<file path="config.mk">
export PLATFORM = sky130hd
export DESIGN_NAME = i2c_master_bit_engine
export DESIGN_NICKNAME = d
export VERILOG_FILES = /design/src/design/i2cmbe_pkg.sv /design/src/design/i2c_master_bit_engine.sv
export SDC_FILE = /design/constraint.sdc
export NUM_CORES = 1
export LEC_CHECK = 0
export BUFFER_PORTS_ARGS = -buffer_cell sky130_fd_sc_hd__clkbuf_2
export CAP_MARGIN = 20
export CORE_ASPECT_RATIO = 0.6
export CORE_MARGIN = 2
export CORE_UTILIZATION = 35
export CTS_CLUSTER_SIZE = 24
export DETAILED_ROUTE_END_ITERATION = 10
export HOLD_SLACK_MARGIN = 0.15
export PLACE_DENSITY_LB_ADDON = 0.08
export SLEW_MARGIN = 20
export SYNTH_ARGS = -nofsm -noshare
export SYNTH_HDL_FRONTEND = slang
export SYNTH_SLANG_ARGS = --single-unit
</file>
<file path="constraint.sdc">
create_clock -name clk -period 4.3 [get_ports clk]
set_input_delay 1.29 -clock clk [delete_from_list [all_inputs] [get_ports clk]]
set_output_delay 1.29 -clock clk [all_outputs]
set_load 0.005 [all_outputs]
</file>
<file path="src/design/i2cmbe_pkg.sv">
// ----------------------------------------------------------------------------
// i2cmbe_pkg
// Shared types and constants for the I2C master bit engine.
// ----------------------------------------------------------------------------
package i2cmbe_pkg;

  localparam int unsigned CMD_W   = 3;
  localparam int unsigned BYTE_W  = 8;
  localparam int unsigned HALF_W  = 16;
  localparam int unsigned PHASE_W = 2;
  localparam int unsigned BIT_W   = 3;

  localparam logic [CMD_W-1:0] CMD_NONE  = 3'd0;
  localparam logic [CMD_W-1:0] CMD_START = 3'd1;
  localparam logic [CMD_W-1:0] CMD_STOP  = 3'd2;
  localparam logic [CMD_W-1:0] CMD_WRITE = 3'd3;
  localparam logic [CMD_W-1:0] CMD_READ  = 3'd4;
  localparam logic [CMD_W-1:0] CMD_WACK  = 3'd5;
  localparam logic [CMD_W-1:0] CMD_SACK  = 3'd6;

  localparam logic [HALF_W-1:0] HALF_RESET = 16'd500;
  localparam logic [BIT_W-1:0]  LAST_BIT   = 3'd7;

  typedef enum logic [6:0] {
    OP_IDLE  = 7'b0000001,
    OP_START = 7'b0000010,
    OP_STOP  = 7'b0000100,
    OP_WRITE = 7'b0001000,
    OP_READ  = 7'b0010000,
    OP_WACK  = 7'b0100000,
    OP_SACK  = 7'b1000000
  } op_state_t;

endpackage

</file>
<file path="src/design/i2c_master_bit_engine.sv">
// ----------------------------------------------------------------------------
// i2c_master_bit_engine
// Byte-level I2C master that sequences SCL and SDA from tick requests.
// ----------------------------------------------------------------------------
// Each input request is one timing tick and yields exactly one result showing
// the pin levels after that tick, plus busy/done, the last read byte and the
// last sampled acknowledge. One request is taken every cycle while in_stall
// is low; the next state is worked out in a single pass from the state
// registers and the request, and lands in the state and result registers
// together. The result register lets a new request in during the cycle in
// which the previous result is taken; in_stall rises only when that register
// is full and held. Every protocol wait lasts half_period requests (zero
// counts as one), so a start takes two waits, a stop three, a byte sixteen.
module i2c_master_bit_engine (
  input  logic                                 clk,
  input  logic                                 rst,
  input  logic                                 cfg_we,
  input  logic [i2cmbe_pkg::HALF_W-1:0]        cfg_wdata,
  input  logic                                 in_valid,
  output logic                                 in_stall,
  input  logic [i2cmbe_pkg::CMD_W-1:0]         command,
  input  logic [i2cmbe_pkg::BYTE_W-1:0]        write_data,
  input  logic                                 ack_level,
  input  logic                                 sda_in,
  output logic                                 out_valid,
  input  logic                                 out_stall,
  output logic                                 scl_level,
  output logic                                 sda_level,
  output logic                                 sda_drive,
  output logic                                 busy_res,
  output logic                                 done_res,
  output logic [i2cmbe_pkg::BYTE_W-1:0]        read_data,
  output logic                                 ack_seen
);
  import i2cmbe_pkg::*;

  logic [HALF_W-1:0]  half_period;
  op_state_t          operation, operation_next;
  logic [PHASE_W-1:0] phase, phase_next;
  logic [BIT_W-1:0]   bit_count, bit_count_next;
  logic [HALF_W-1:0]  delay_count, delay_count_next;
  logic [BYTE_W-1:0]  shift_reg, shift_reg_next;
  logic [BYTE_W-1:0]  received_byte, received_byte_next;
  logic               ack_latch, ack_latch_next;
  logic               pin_scl, pin_scl_next;
  logic               pin_sda, pin_sda_next;
  logic               pin_drive, pin_drive_next;
  logic               done_next;

  logic [HALF_W-1:0]  wait_ticks;
  logic [HALF_W-1:0]  delay_dec;
  logic [PHASE_W-1:0] phase_inc;
  logic [BYTE_W-1:0]  shift_in;
  logic               accept;

  assign accept     = in_valid && !in_stall;
  assign in_stall   = out_valid && out_stall;
  assign wait_ticks = (half_period == '0) ? HALF_W'(1) : half_period;
  assign delay_dec  = (delay_count != '0) ? delay_count - HALF_W'(1) : '0;
  assign phase_inc  = phase + PHASE_W'(1);
  assign shift_in   = {shift_reg[BYTE_W-2:0], sda_in};

  always_comb begin
    operation_next     = operation;
    phase_next         = phase;
    bit_count_next     = bit_count;
    delay_count_next   = delay_count;
    shift_reg_next     = shift_reg;
    received_byte_next = received_byte;
    ack_latch_next     = ack_latch;
    pin_scl_next       = pin_scl;
    pin_sda_next       = pin_sda;
    pin_drive_next     = pin_drive;
    done_next          = 1'b0;

    if (operation == OP_IDLE) begin
      phase_next       = '0;
      bit_count_next   = '0;
      delay_count_next = wait_ticks;
      unique case (command)
        CMD_START: begin
          operation_next = OP_START;
          pin_scl_next   = 1'b1;
          pin_drive_next = 1'b1;
          pin_sda_next   = 1'b1;
        end
        CMD_STOP: begin
          operation_next = OP_STOP;
        end
        CMD_WRITE: begin
          operation_next = OP_WRITE;
          pin_drive_next = 1'b1;
          pin_scl_next   = 1'b0;
          pin_sda_next   = write_data[BYTE_W-1];
          shift_reg_next = {write_data[BYTE_W-2:0], 1'b0};
        end
        CMD_READ: begin
          operation_next = OP_READ;
          pin_scl_next   = 1'b0;
          pin_drive_next = 1'b0;
          shift_reg_next = '0;
        end
        CMD_WACK: begin
          operation_next = OP_WACK;
        end
        CMD_SACK: begin
          operation_next = OP_SACK;
          pin_scl_next   = 1'b1;
          pin_drive_next = 1'b1;
          pin_sda_next   = ack_level;
        end
        default: begin
          delay_count_next = delay_count;
        end
      endcase
    end else if (delay_dec != '0) begin
      delay_count_next = delay_dec;
    end else begin
      phase_next       = phase_inc;
      delay_count_next = wait_ticks;
      unique case (operation)
        OP_START: begin
          if (phase_inc == PHASE_W'(1)) begin
            pin_sda_next = 1'b0;
          end else begin
            done_next = 1'b1;
          end
        end
        OP_STOP: begin
          if (phase_inc == PHASE_W'(1)) begin
            pin_drive_next = 1'b1;
            pin_sda_next   = 1'b0;
            pin_scl_next   = 1'b1;
          end else if (phase_inc == PHASE_W'(2)) begin
            pin_sda_next = 1'b1;
          end else begin
            done_next = 1'b1;
          end
        end
        OP_WACK: begin
          if (phase_inc == PHASE_W'(1)) begin
            pin_drive_next = 1'b0;
            pin_scl_next   = 1'b1;
          end else begin
            ack_latch_next = sda_in;
            pin_scl_next   = 1'b0;
            done_next      = 1'b1;
          end
        end
        OP_SACK: begin
          pin_scl_next = 1'b0;
          pin_sda_next = 1'b1;
          done_next    = 1'b1;
        end
        OP_WRITE: begin
          if (phase_inc[0]) begin
            pin_scl_next = 1'b1;
          end else begin
            bit_count_next = bit_count + BIT_W'(1);
            pin_scl_next   = 1'b0;
            if (bit_count == LAST_BIT) begin
              done_next = 1'b1;
            end else begin
              pin_sda_next   = shift_reg[BYTE_W-1];
              shift_reg_next = {shift_reg[BYTE_W-2:0], 1'b0};
            end
          end
        end
        OP_READ: begin
          if (phase_inc[0]) begin
            pin_scl_next = 1'b1;
          end else begin
            shift_reg_next = shift_in;
            bit_count_next = bit_count + BIT_W'(1);
            pin_scl_next   = 1'b0;
            if (bit_count == LAST_BIT) begin
              pin_drive_next     = 1'b1;
              pin_sda_next       = 1'b1;
              received_byte_next = shift_in;
              done_next          = 1'b1;
            end
          end
        end
        default: begin
          done_next = 1'b1;
        end
      endcase
      if (done_next) begin
        operation_next   = OP_IDLE;
        phase_next       = '0;
        bit_count_next   = '0;
        delay_count_next = '0;
      end
    end
  end

  always_ff @(posedge clk) begin
    if (rst) begin
      half_period <= HALF_RESET;
    end else if (cfg_we) begin
      half_period <= cfg_wdata;
    end
  end

  always_ff @(posedge clk) begin
    if (rst) begin
      operation     <= OP_IDLE;
      phase         <= '0;
      bit_count     <= '0;
      delay_count   <= '0;
      shift_reg     <= '0;
      received_byte <= '0;
      ack_latch     <= 1'b1;
      pin_scl       <= 1'b1;
      pin_sda       <= 1'b1;
      pin_drive     <= 1'b1;
    end else if (accept) begin
      operation     <= operation_next;
      phase         <= phase_next;
      bit_count     <= bit_count_next;
      delay_count   <= delay_count_next;
      shift_reg     <= shift_reg_next;
      received_byte <= received_byte_next;
      ack_latch     <= ack_latch_next;
      pin_scl       <= pin_scl_next;
      pin_sda       <= pin_sda_next;
      pin_drive     <= pin_drive_next;
    end
  end

  // result register
  always_ff @(posedge clk) begin
    if (rst) begin
      out_valid <= 1'b0;
    end else if (accept) begin
      out_valid <= 1'b1;
    end else if (!out_stall) begin
      out_valid <= 1'b0;
    end
  end

  always_ff @(posedge clk) begin
    if (accept) begin
      scl_level <= pin_scl_next;
      sda_level <= pin_sda_next;
      sda_drive <= pin_drive_next;
      busy_res  <= (operation_next != OP_IDLE);
      done_res  <= done_next;
      read_data <= received_byte_next;
      ack_seen  <= ack_latch_next;
    end
  end

  a_busy_has_wait: assert property (@(posedge clk) disable iff (rst)
    (operation != OP_IDLE) |-> (delay_count != '0))
    else $error("busy with no wait pending");

  a_done_not_busy: assert property (@(posedge clk) disable iff (rst)
    out_valid |-> !(busy_res && done_res))
    else $error("result both busy and done");

  a_accept_fills: assert property (@(posedge clk) disable iff (rst)
    (in_valid && !in_stall) |=> out_valid)
    else $error("accepted request produced no result");

  a_idle_counts_clear: assert property (@(posedge clk) disable iff (rst)
    (operation == OP_IDLE) |-> (phase == '0 && bit_count == '0))
    else $error("idle with stale phase or bit count");

endmodule

</file>
==> results of run 1 <==
==> logic make-up after synthesis <==
logic type | after synthesis | share of synthesized area [%]
AND/OR/NAND/NOR | 208 | 23.79
flip-flops | 79 | 38.29
adder cells (fa/ha/maj) | 4 | 1.113
multiplexers | 40 | 9.154
XOR/XNOR | 10 | 1.948
AO/OA/AOI/OAI | 130 | 20.67
buffers and inverters | 54 | 5.036
==> area by class of cell <==
type	count	area, sq um	area share (%)
well taps	170	212.7	4.111
clock buffers	10	229.0	4.426
repair buffers	60	327.8	6.336
multi-input cells	392	2549	49.26
inverters	17	63.81	1.233
clock inverters	6	70.07	1.354
flip-flops and latches	79	1722	33.28
==> per-layer routing <==
layer	part of all wire [%]	vias to the layer above	global-route usage (%)
met1	53	1996	33.87
met2	37	189	25.53
met5	0	-	0
met4	0.80	0	4.874
met3	9.6	12	6.766
li1	-	2033	-
==> through the flow <==
step / setup WS, ns / hold slack (ns)
after global routing: 0.5001 / 0.5057
after global placement: 0.8920 / 0.4504
final: 0.6876 / 0.4744
after detailed placement: 0.8084 / 0.4610
after floorplan: 1.250 / 0.4315
after CTS: 0.8068 / 0.4708
==> layout by cell type (no fill, tap or decap), types with 6 or more instances in the layout <==
cell type,netlist,layout
a21o_1,8,8
a21oi_1,18,18
a221oi_1,9,9
a32oi_1,6,6
and3_1,6,6
buf_4,0,11
clkbuf_16,0,9
clkbuf_2,0,49
dfxtp_1,65,65
edfxtp_1,14,14
inv_1,17,17
mux2_2,8,8
mux2i_1,31,31
nand2_1,47,47
nand2b_1,6,6
nand3_1,21,21
nor2_1,53,53
nor3_1,16,16
nor4_1,15,15
o211ai_1,7,7
o21ai_0,34,33
or2_2,6,6
or3_1,10,10
==> worst max-delay path: stages, from the launching register on <==
cell	delay [ns]
dfxtp_1	0.34
inv_1	0.12
ha_1	0.37
or3b_2	0.49
nor4_2	0.17
xor2_1	0.23
o31ai_1	0.62
nand2_1	0.20
nor4_1	0.45
mux2_1	0.38
==> power by group through the flow <==
stage | sequential [uW] | combinational, uW | clock [uW]
2_1_floorplan | 892 | 826 | 0
5_1_grt | 949 | 1150 | 830
3_3_place_gp | 950 | 1050 | 0
4_1_cts | 931 | 1040 | 795
3_5_place_dp | 946 | 1030 | 0
6_report | 936 | 1050 | 778
==> worst min-delay path by stage <==
stage	to	cells after the start
after CTS	bit_count[2]$_SDFFE_PP0P_	2
after global routing	shift_reg[7]$_SDFFE_PP0P_	2
after detailed placement	bit_count[2]$_SDFFE_PP0P_	2
after global placement	bit_count[1]$_SDFFE_PP0P_	2
final	bit_count[2]$_SDFFE_PP0P_	2
after floorplan	shift_reg[7]$_SDFFE_PP0P_	2
==> flow_metrics.env, run 1 <==
export IMPL_status="completed"
export IMPL_cts_setup_buffers=0
export IMPL_worst_pin_slew_ns=0.7240
export IMPL_synth_avg_cell_area_sq_um=8.565
export IMPL_grt_usage_pct=20.94
export IMPL_slew_headroom_pct=51.10
export IMPL_initial_core_util_pct=35.43
export IMPL_leakage_uw=0.002090
export IMPL_yosys_warnings=0
export IMPL_syn_cell_area_sq_mm=0.004497
export IMPL_drv_slew=0
export IMPL_clockRootBuffer="clkbuf_16"
export IMPL_final_area_sq_mm=0.005174
export IMPL_post_route_min_period_ns=3.612
export IMPL_placed_cells=718
export IMPL_r2r_start="delay_count[0]$_SDFFE_PP0P_"
export IMPL_cts_made_buffers=9
export IMPL_power_net_switching_uw=1116
export IMPL_cts_tree="built"
export IMPL_finalSetupTns_ns=0
export IMPL_power_uw=2767
export IMPL_arrival_ns=3.70
export IMPL_synth_area_top_cells="dfxtp_1 29%, edfxtp_1 9.3%, mux2i_1 6.9%"
export IMPL_cp_end_kind="register"
export IMPL_routedWlPerCell_microns=18.78
export IMPL_regToRegSetupSlack_ns=0.69
export IMPL_nets=597
export IMPL_hold_viol=0
export IMPL_utilization_pct=40.76
export IMPL_die_h_microns=91.80
export IMPL_drc=0
export IMPL_synthArstFlopShare_pct=0
export IMPL_clock_sinks=79
export IMPL_die_w_microns=150.3
export IMPL_cp_required_ns=4.39
export IMPL_clock_latency_ns=0.34
export IMPL_rows=32
export IMPL_stdcell_count=734
export IMPL_clk_pin_slew_ns=0.06
export IMPL_antenna_cells=0
export IMPL_fin_worst_skew_ns=0.01037
export IMPL_gr_total_overflow=0
export IMPL_portBuffers=49
export IMPL_p_clk_share_pct=28.1
export IMPL_vdd_drop_max_v=0.0001872
export IMPL_core_region_area_sq_mm=0.01269
export IMPL_p_int_uw=1651
export IMPL_largestRegisters="delay_count (16), half_period (16)"
export IMPL_grt_pass1_vias=3859
export IMPL_drt_total_wl_mm=13.79
export IMPL_max_freq_ghz=0.2768
export IMPL_ant_nets=0
export IMPL_rsz0062_at_grt="false"
export IMPL_startpoint="delay_count[0]$_SDFFE_PP0P_"
export IMPL_p_comb_share_pct=38.1
export IMPL_finalSetupViolations=0
export IMPL_vias=4230
export IMPL_hold_class="register to register"
export IMPL_critPathLaunchType="register"
export IMPL_dieArea_sq_mm=0.01380
export IMPL_grt_first_pass_wirelength_mm=21.99
export IMPL_dp_hpwl_mm=10.09
export IMPL_drtIter0Drc=439
export IMPL_r2r_end="ack_seen$_DFFE_PP_"
export IMPL_switching_share_pct=40.33
export IMPL_placed_area_sq_mm=0.004875
export IMPL_powerDensity_mw_per_mm2=534.7
export IMPL_gp_congestion=0.8889
export IMPL_antenna_found_initial=0
export IMPL_post_synth_top_count_cell="dfxtp_1"
export IMPL_r2r_cells=9
export IMPL_synthFlopType="dfxtp_1"
export IMPL_synth_nets=563
export IMPL_pwr_share_seq_pct=33.8
export IMPL_setup_worst_path_end="ack_seen$_DFFE_PP_"
export IMPL_synthToLayoutAreaGrowth_pct=15.05
export IMPL_synthCells=525
export IMPL_grt_max_degree=26
export IMPL_drive_gt1_share_pct=18.97
export IMPL_ys_top_cells_by_count="65 x dfxtp_1, 53 x nor2_1, 47 x nand2_1, 34 x o21ai_0, 32 x clkbuf_1"
export IMPL_fin_crit_sh_pct=84.01
export IMPL_maxCapViolCount=0
export IMPL_ys_types=69
export IMPL_synth_edf_count=14
export IMPL_ios=50
export IMPL_cts_resized=0
export IMPL_synth_top_area_cell="dfxtp_1"
export IMPL_hold_start="bit_count[2]$_SDFFE_PP0P_"
export IMPL_clockBufferDepth=2
export IMPL_synth_top_cell_area_share_pct=28.94
export IMPL_n_fill_cell=1314
export IMPL_yosysSeqAreaShare_pct=38.29
export IMPL_viasPerCell=5.763
export IMPL_crit_type="register to register"
export IMPL_cts_hold_buf=0
export IMPL_drt_pass1_iter_count=5
export IMPL_cts_max_level=3
export IMPL_synth_seq_cells=79
export IMPL_cp_max_fo=8
No activity file was read; power rests on OpenSTA's default activity.
==> inputs of run 2 (changes only) <==
==> constraint.sdc (replaced) <==
create_clock -name clk -period 3.5 [get_ports clk]
set_input_delay 1.05 -clock clk [delete_from_list [all_inputs] [get_ports clk]]
set_output_delay 1.05 -clock clk [all_outputs]
set_load 0.005 [all_outputs]
==> flow_metrics.env, run 2 (synthesis gave the netlist of run 1 again) <==
export IMPL_status="completed"
export IMPL_grt_first_pass_wirelength_mm=23.10
export IMPL_crit_type="register to register"
export IMPL_cts_setup_buffers=0
export IMPL_regArea_sq_mm=0.001722
export IMPL_arrival_ns=3.35
export IMPL_r2r_start="delay_count[0]$_SDFFE_PP0P_"
export IMPL_ios=50
export IMPL_vdd_drop_max_v=0.0002679
export IMPL_routedWlPerCell_microns=19.61
export IMPL_post_route_min_period_ns=3.252
export IMPL_p_clk_share_pct=26.5
export IMPL_core_region_area_sq_mm=0.01269
export IMPL_holdPathStages=2
export IMPL_p_comb_share_pct=40.7
export IMPL_die_h_microns=91.80
export IMPL_slowest_delay_ns=0.56
export IMPL_dp_worst_setup_slack_ns=0.2660
export IMPL_worst_pin_slew_ns=0.7797
export IMPL_viasPerCell=5.834
export IMPL_cp_max_fo=8
export IMPL_setup_ws_ns=0.2476
export IMPL_drt_total_wl_mm=14.57
export IMPL_dp_hpwl_mm=10.55
export IMPL_synthToLayoutAreaGrowth_pct=16.39
export IMPL_hold_viol=0
export IMPL_cts_made_buffers=9
export IMPL_final_cell_mix="65 x dfxtp_1, 53 x nor2_1, 49 x clkbuf_2, 47 x nand2_1, 33 x o21ai_0"
export IMPL_nets=606
export IMPL_holdPathEnd="bit_count[2]$_SDFFE_PP0P_"
export IMPL_clock_latency_ns=0.35
export IMPL_switching_share_pct=42.00
export IMPL_critPathLaunchType="register"
export IMPL_slew_headroom_pct=47.54
export IMPL_drc=0
export IMPL_rows=32
export IMPL_dieArea_sq_mm=0.01380
export IMPL_cp_end_kind="register"
export IMPL_final_common_cell="dfxtp_1"
export IMPL_fin_worst_skew_ns=0.01385
export IMPL_cts_resized=0
export IMPL_r2r_end="read_data[0]$_DFFE_PP_"
export IMPL_slowest_stage="or4b_1"
export IMPL_finalSetupViolations=0
export IMPL_cts_hold_buf=0
export IMPL_drtIter0Drc=459
export IMPL_die_w_microns=150.3
export IMPL_max_freq_ghz=0.3075
export IMPL_clockRootBuffer="clkbuf_16"
export IMPL_initial_core_util_pct=35.43
export IMPL_pwr_share_seq_pct=32.8
export IMPL_worstPathCellList="inv_1 > ha_1 > or3b_2 > nor4_2 > xor2_1 > or4b_1 > o21ai_1 > nand4_2 > mux2_2"
export IMPL_gp_congestion=0.9230
export IMPL_vias=4335
export IMPL_cts_max_level=3
export IMPL_antenna_found_initial=0
export IMPL_clock_sinks=79
export IMPL_clk_pin_slew_ns=0.07
export IMPL_grt_pass1_vias=4004
export IMPL_largestRegisters="delay_count (16), half_period (16)"
export IMPL_rsz0062_at_grt="false"
export IMPL_grt_max_degree=33
export IMPL_gr_total_overflow=0
export IMPL_antenna_cells=0
export IMPL_ant_nets=0
export IMPL_portBuffers=49
export IMPL_drt_pass1_iter_count=5
export IMPL_clockBufferDepth=2
export IMPL_drive_gt1_share_pct=20.59
export IMPL_hold_class="register to register"
export IMPL_grt_usage_pct=21.94
export IMPL_cp_required_ns=3.59
export IMPL_multi_input_area_sq_mm=0.002560
export IMPL_regToRegSetupSlack_ns=0.25
export IMPL_cts_tree="built"
export IMPL_n_fill_cell=1312
export IMPL_fin_crit_sh_pct=92.93
export IMPL_drv_slew=0
export IMPL_finalSetupTns_ns=0
export IMPL_powerDensity_mw_per_mm2=655.3
export IMPL_p_int_uw=1989
export IMPL_power_net_switching_uw=1441
export IMPL_r2r_cells=9
export IMPL_maxCapViolCount=0
export IMPL_hold_start="bit_count[2]$_SDFFE_PP0P_"
export IMPL_leakage_uw=0.002127
[run 2: cell types whose count changed in the layout (fill, tap and decap cells not counted)]
cell / before / now
bufinv_16: 1 / 0
clkinv_4: 3 / 2
o31ai_2: 0 / 1
clkinv_2: 1 / 0
nor4_1: 15 / 14
buf_4: 11 / 20
inv_6: 1 / 3
nor4_2: 1 / 2
clkinvlp_4: 0 / 1
o31ai_1: 1 / 0
[run 2: power by group through the flow]
| stage | clock network (uW) | logic, uW | registers [uW] |
|---|---|---|---|
| 2_1_floorplan | 0 | 1010 | 1100 |
| 3_3_place_gp | 0 | 1350 | 1140 |
| 3_5_place_dp | 0 | 1350 | 1140 |
| 4_1_cts | 933 | 1360 | 1120 |
| 5_1_grt | 973 | 1510 | 1140 |
| 6_report | 909 | 1400 | 1130 |
[run 2: metrics by stage]
stage | utilization, % | instances | cell area (sq um) | total power (uW) | hold WS, ns
2_1_floorplan | - | 525 | 4497 | 2110 | 0.4315
3_3_place_gp | 38.94 | 727 | 4942 | 2493 | 0.4509
3_5_place_dp | 38.94 | 727 | 4942 | 2488 | 0.4601
4_1_cts | 41.15 | 743 | 5223 | 3409 | 0.4715
5_1_grt | 41.24 | 743 | 5234 | 3624 | 0.5073
6_report | 41.24 | 743 | 5234 | 3430 | 0.4734
[run 2: worst max-delay path by stage]
stage	start	cells past startpoint	end	slack, ns
2_1_floorplan	delay_count[0]$_SDFFE_PP0P_	10	read_data[0]$_DFFE_PP_	0.45
3_3_place_gp	delay_count[2]$_SDFFE_PP0P_	7	read_data[2]$_DFFE_PP_	0.35
3_5_place_dp	delay_count[0]$_SDFFE_PP0P_	9	ack_seen$_DFFE_PP_	0.27
4_1_cts	delay_count[0]$_SDFFE_PP0P_	9	ack_seen$_DFFE_PP_	0.26
5_1_grt	delay_count[0]$_SDFFE_PP0P_	9	read_data[7]$_DFFE_PP_	0.07
6_report	delay_count[0]$_SDFFE_PP0P_	9	read_data[0]$_DFFE_PP_	0.25
[run 2: routing by layer]
metal | global-route usage [%] | part of all wire (%) | up-vias
met2 | 25.95 | 36 | 205
met5 | 0 | 0 | -
met1 | 36.75 | 53 | 2074
met3 | 6.070 | 9.2 | 19
li1 | - | - | 2037
met4 | 5.189 | 1.2 | 0
[run 2: final cells by class]
cell class / instances / area share, %
Multi-Input combinational cell: 392 / 48.91
Sequential cell: 79 / 32.90
Timing Repair Buffer: 69 / 7.554
Clock buffer: 10 / 4.375
Tap cell: 170 / 4.064
Inverter: 17 / 1.219
Clock inverter: 6 / 0.9802
[run 2: worst max-delay path: cells and delay by family (launching register included)]
| family | cells | cell delay (ns) |
|---|---|---|
| AOI/OAI and AO/OA | 1 | 0.19 |
| xor gates and xnor gates | 1 | 0.23 |
| adders and majority gates | 1 | 0.19 |
| buffers and inverters | 1 | 0.13 |
| DFF | 1 | 0.34 |
| muxes | 1 | 0.38 |
| and+or+nand+nor | 4 | 1.52 |
==> inputs of run 3 (changes only) <==
--- a/config.mk
+++ b/config.mk
@@ -5,6 +5,7 @@
 export SDC_FILE = /design/constraint.sdc
 export NUM_CORES = 1
 export LEC_CHECK = 0
+export ABC_AREA = 1
 export BUFFER_PORTS_ARGS = -buffer_cell sky130_fd_sc_hd__clkbuf_2
 export CAP_MARGIN = 20
 export CORE_ASPECT_RATIO = 0.6
==> flow_metrics.env, run 3 <==
export IMPL_vias=5025
export IMPL_drtIter0Drc=492
export IMPL_post_route_min_period_ns=2.849
export IMPL_grt_pass1_vias=4604
export IMPL_cts_hold_buf=0
export IMPL_clock_sinks=79
export IMPL_worst_pin_slew_ns=0.7244
export IMPL_antenna_cells=0
export IMPL_yosysSeqAreaShare_pct=34.36
export IMPL_core_region_area_sq_mm=0.01383
export IMPL_fin_crit_sh_pct=81.41
export IMPL_dieArea_sq_mm=0.01532
export IMPL_cts_tree="built"
export IMPL_grt_first_pass_wirelength_mm=24.04
export IMPL_clock_latency_ns=0.34
export IMPL_post_synth_top_count_cell="nand2_1"
export IMPL_setup_worst_path_end="busy_res$_DFFE_PP_"
export IMPL_drt_total_wl_mm=14.31
export IMPL_synthArstFlopShare_pct=0
export IMPL_clockBufferDepth=2
export IMPL_fin_worst_skew_ns=0.009589
export IMPL_worstPathCellList="inv_1 > ha_1 > nand3_4 > nor2_4 > nand2_4 > nand3_1 > nand2_1 > nor2_1 > nand3_2 > a21oi_1 > nand3_1 > nor2_1 > nand2_1"
export IMPL_vdd_drop_max_v=0.0002322
export IMPL_ys_types=44
export IMPL_synthToLayoutAreaGrowth_pct=14.46
export IMPL_p_int_uw=1815
export IMPL_cp_required_ns=3.59
export IMPL_ios=50
export IMPL_slowest_delay_ns=0.33
export IMPL_cp_max_fo=18
export IMPL_leakage_uw=0.002749
export IMPL_gp_congestion=0.8917
export IMPL_p_comb_share_pct=26.7
export IMPL_antenna_found_initial=0
export IMPL_r2r_start="delay_count[0]$_SDFFE_PP0P_"
export IMPL_gr_total_overflow=0
export IMPL_switching_share_pct=35.46
export IMPL_synth_area_top_cells="dfxtp_1 26%, nand2_1 15%, edfxtp_1 8.4%"
export IMPL_initial_core_util_pct=36.23
export IMPL_cp_end_kind="register"
export IMPL_largestRegisters="delay_count (16), half_period (16)"
export IMPL_portBuffers=49
export IMPL_power_net_switching_uw=997.4
export IMPL_slowest_stage="nand3_2"
export IMPL_powerDensity_mw_per_mm2=490.4
export IMPL_grt_usage_pct=19.89
export IMPL_r2r_cells=13
export IMPL_final_cell_mix="199 x nand2_1, 97 x inv_1, 74 x nor2_1, 67 x o21ai_0, 65 x dfxtp_1"
export IMPL_finalSetupViolations=0
export IMPL_die_h_microns=96.69
export IMPL_die_w_microns=158.5
export IMPL_dp_hpwl_mm=10.63
export IMPL_arrival_ns=2.94
export IMPL_hold_viol=0
export IMPL_synth_nets=812
export IMPL_clk_pin_slew_ns=0.07
export IMPL_drv_slew=0
export IMPL_slew_headroom_pct=51.70
export IMPL_synth_edf_count=14
export IMPL_p_clk_share_pct=35.3
export IMPL_synthFlopType="dfxtp_1"
export IMPL_regToRegSetupSlack_ns=0.65
export IMPL_cts_resized=0
export IMPL_synthCells=774
export IMPL_finalSetupTns_ns=0
export IMPL_ant_nets=0
export IMPL_cts_made_buffers=9
export IMPL_ys_top_cells_by_count="199 x nand2_1, 97 x inv_1, 75 x nor2_1, 67 x o21ai_0, 65 x dfxtp_1"
export IMPL_drt_pass1_iter_count=5
export IMPL_max_freq_ghz=0.3510
export IMPL_pwr_share_seq_pct=38.0
export IMPL_viasPerCell=4.965
export IMPL_nets=853
export IMPL_synth_seq_cells=79
export IMPL_cts_max_level=3
export IMPL_routedWlPerCell_microns=14.14
export IMPL_final_common_cell="nand2_1"
export IMPL_maxCapViolCount=0
export IMPL_synth_top_cell_area_share_pct=25.97
export IMPL_synth_top_area_cell="dfxtp_1"
export IMPL_rsz0062_at_grt="false"
export IMPL_startpoint="delay_count[0]$_SDFFE_PP0P_"
export IMPL_grt_max_degree=36
export IMPL_cts_setup_buffers=0
export IMPL_synth_avg_cell_area_sq_um=6.474
export IMPL_clockRootBuffer="clkbuf_16"
export IMPL_drc=0
export IMPL_yosys_warnings=0
export IMPL_r2r_end="busy_res$_DFFE_PP_"
export IMPL_power_uw=2813
export IMPL_rows=33
export IMPL_syn_cell_area_sq_mm=0.005011
export IMPL_status="completed"
export IMPL_critPathLaunchType="register"
export IMPL_crit_type="register to register"
export IMPL_drive_gt1_share_pct=15.98
export IMPL_hold_class="register to register"
run 3: cell count changes after synthesis, moves of 13 or more:
cell / before / now
nand2_1: 47 / 199
a21oi_1: 18 / 49
o21ai_1: 3 / 16
mux2i_1: 31 / 0
nand3_1: 21 / 58
nor3_1: 16 / 3
o21ai_0: 34 / 67
nor2_1: 53 / 75
inv_1: 17 / 97
run 3: how the worst min path moves through the flow:
stage	depth (start not counted)	start	end	slack, ns
global placement	2	ack_latch$_SDFFE_PP1P_	ack_latch$_SDFFE_PP1P_	0.45
floorplan	2	ack_latch$_SDFFE_PP1P_	ack_latch$_SDFFE_PP1P_	0.44
global route	2	ack_latch$_SDFFE_PP1P_	ack_latch$_SDFFE_PP1P_	0.50
finish	2	bit_count[2]$_SDFFE_PP0P_	bit_count[2]$_SDFFE_PP0P_	0.48
CTS	2	ack_latch$_SDFFE_PP1P_	ack_latch$_SDFFE_PP1P_	0.48
detailed placement	2	ack_latch$_SDFFE_PP1P_	ack_latch$_SDFFE_PP1P_	0.47
run 3: area by class of cell:
type                    count  area, sq um
clock inverters             7        76.32
multi-input cells         552         2700
clock buffers               9        225.2
inverters                 111        429.2
well taps                 192        240.2
fillers                  1495         8097
repair buffers             62        342.8
flip-flops and latches     79         1722
run 3: cell families after synthesis:
family | share of synthesized area, %
flip-flops | 34.36
buffers and inverters | 11.91
AND/OR/NAND/NOR | 36.18
AO/OA/AOI/OAI | 16.20
adder cells (fa/ha/maj) | 0.9988
XOR/XNOR | 0.3496
run 3: power groups by stage:
stage	clock [uW]	sequential, uW	combinational (uW)
6_report	993	1070	750
5_1_grt	1050	1080	848
4_1_cts	1020	1070	742
2_1_floorplan	0	1070	549
3_3_place_gp	0	1090	737
3_5_place_dp	0	1090	737
run 3: metrics by stage:
step | area, sq um | hold WS [ns] | setup slack (ns) | utilization [%] | cells
final | 5736 | 0.4824 | 0.6507 | 41.47 | 1012
after global routing | 5736 | 0.5037 | 0.3523 | 41.47 | 1012
after CTS | 5736 | 0.4810 | 0.6579 | 41.47 | 1012
after detailed placement | 5434 | 0.4663 | 0.6752 | 39.29 | 996
after global placement | 5434 | 0.4507 | 0.7955 | 39.29 | 996
after floorplan | 5011 | 0.4407 | 1.026 | - | 774
run 3: metal layers:
| metal | GRT usage, % | up-vias | wire [microns] |
|---|---|---|---|
| li1 | - | 2579 | - |
| met1 | 33.52 | 2255 | 8039 |
| met2 | 24.68 | 180 | 5041 |
| met3 | 3.943 | 11 | 1100 |
| met4 | 4.643 | 0 | 126 |
| met5 | 0 | - | 0 |
run 3: critical path, delay by kind of cell, from the launching register on:
kind / cells / cell delay [ns]
adder cells (fa/ha/maj): 1 / 0.29
buffers and inverters: 1 / 0.16
AO/OA/AOI/OAI: 1 / 0.29
flip-flops: 1 / 0.32
AND/OR/NAND/NOR: 10 / 1.53
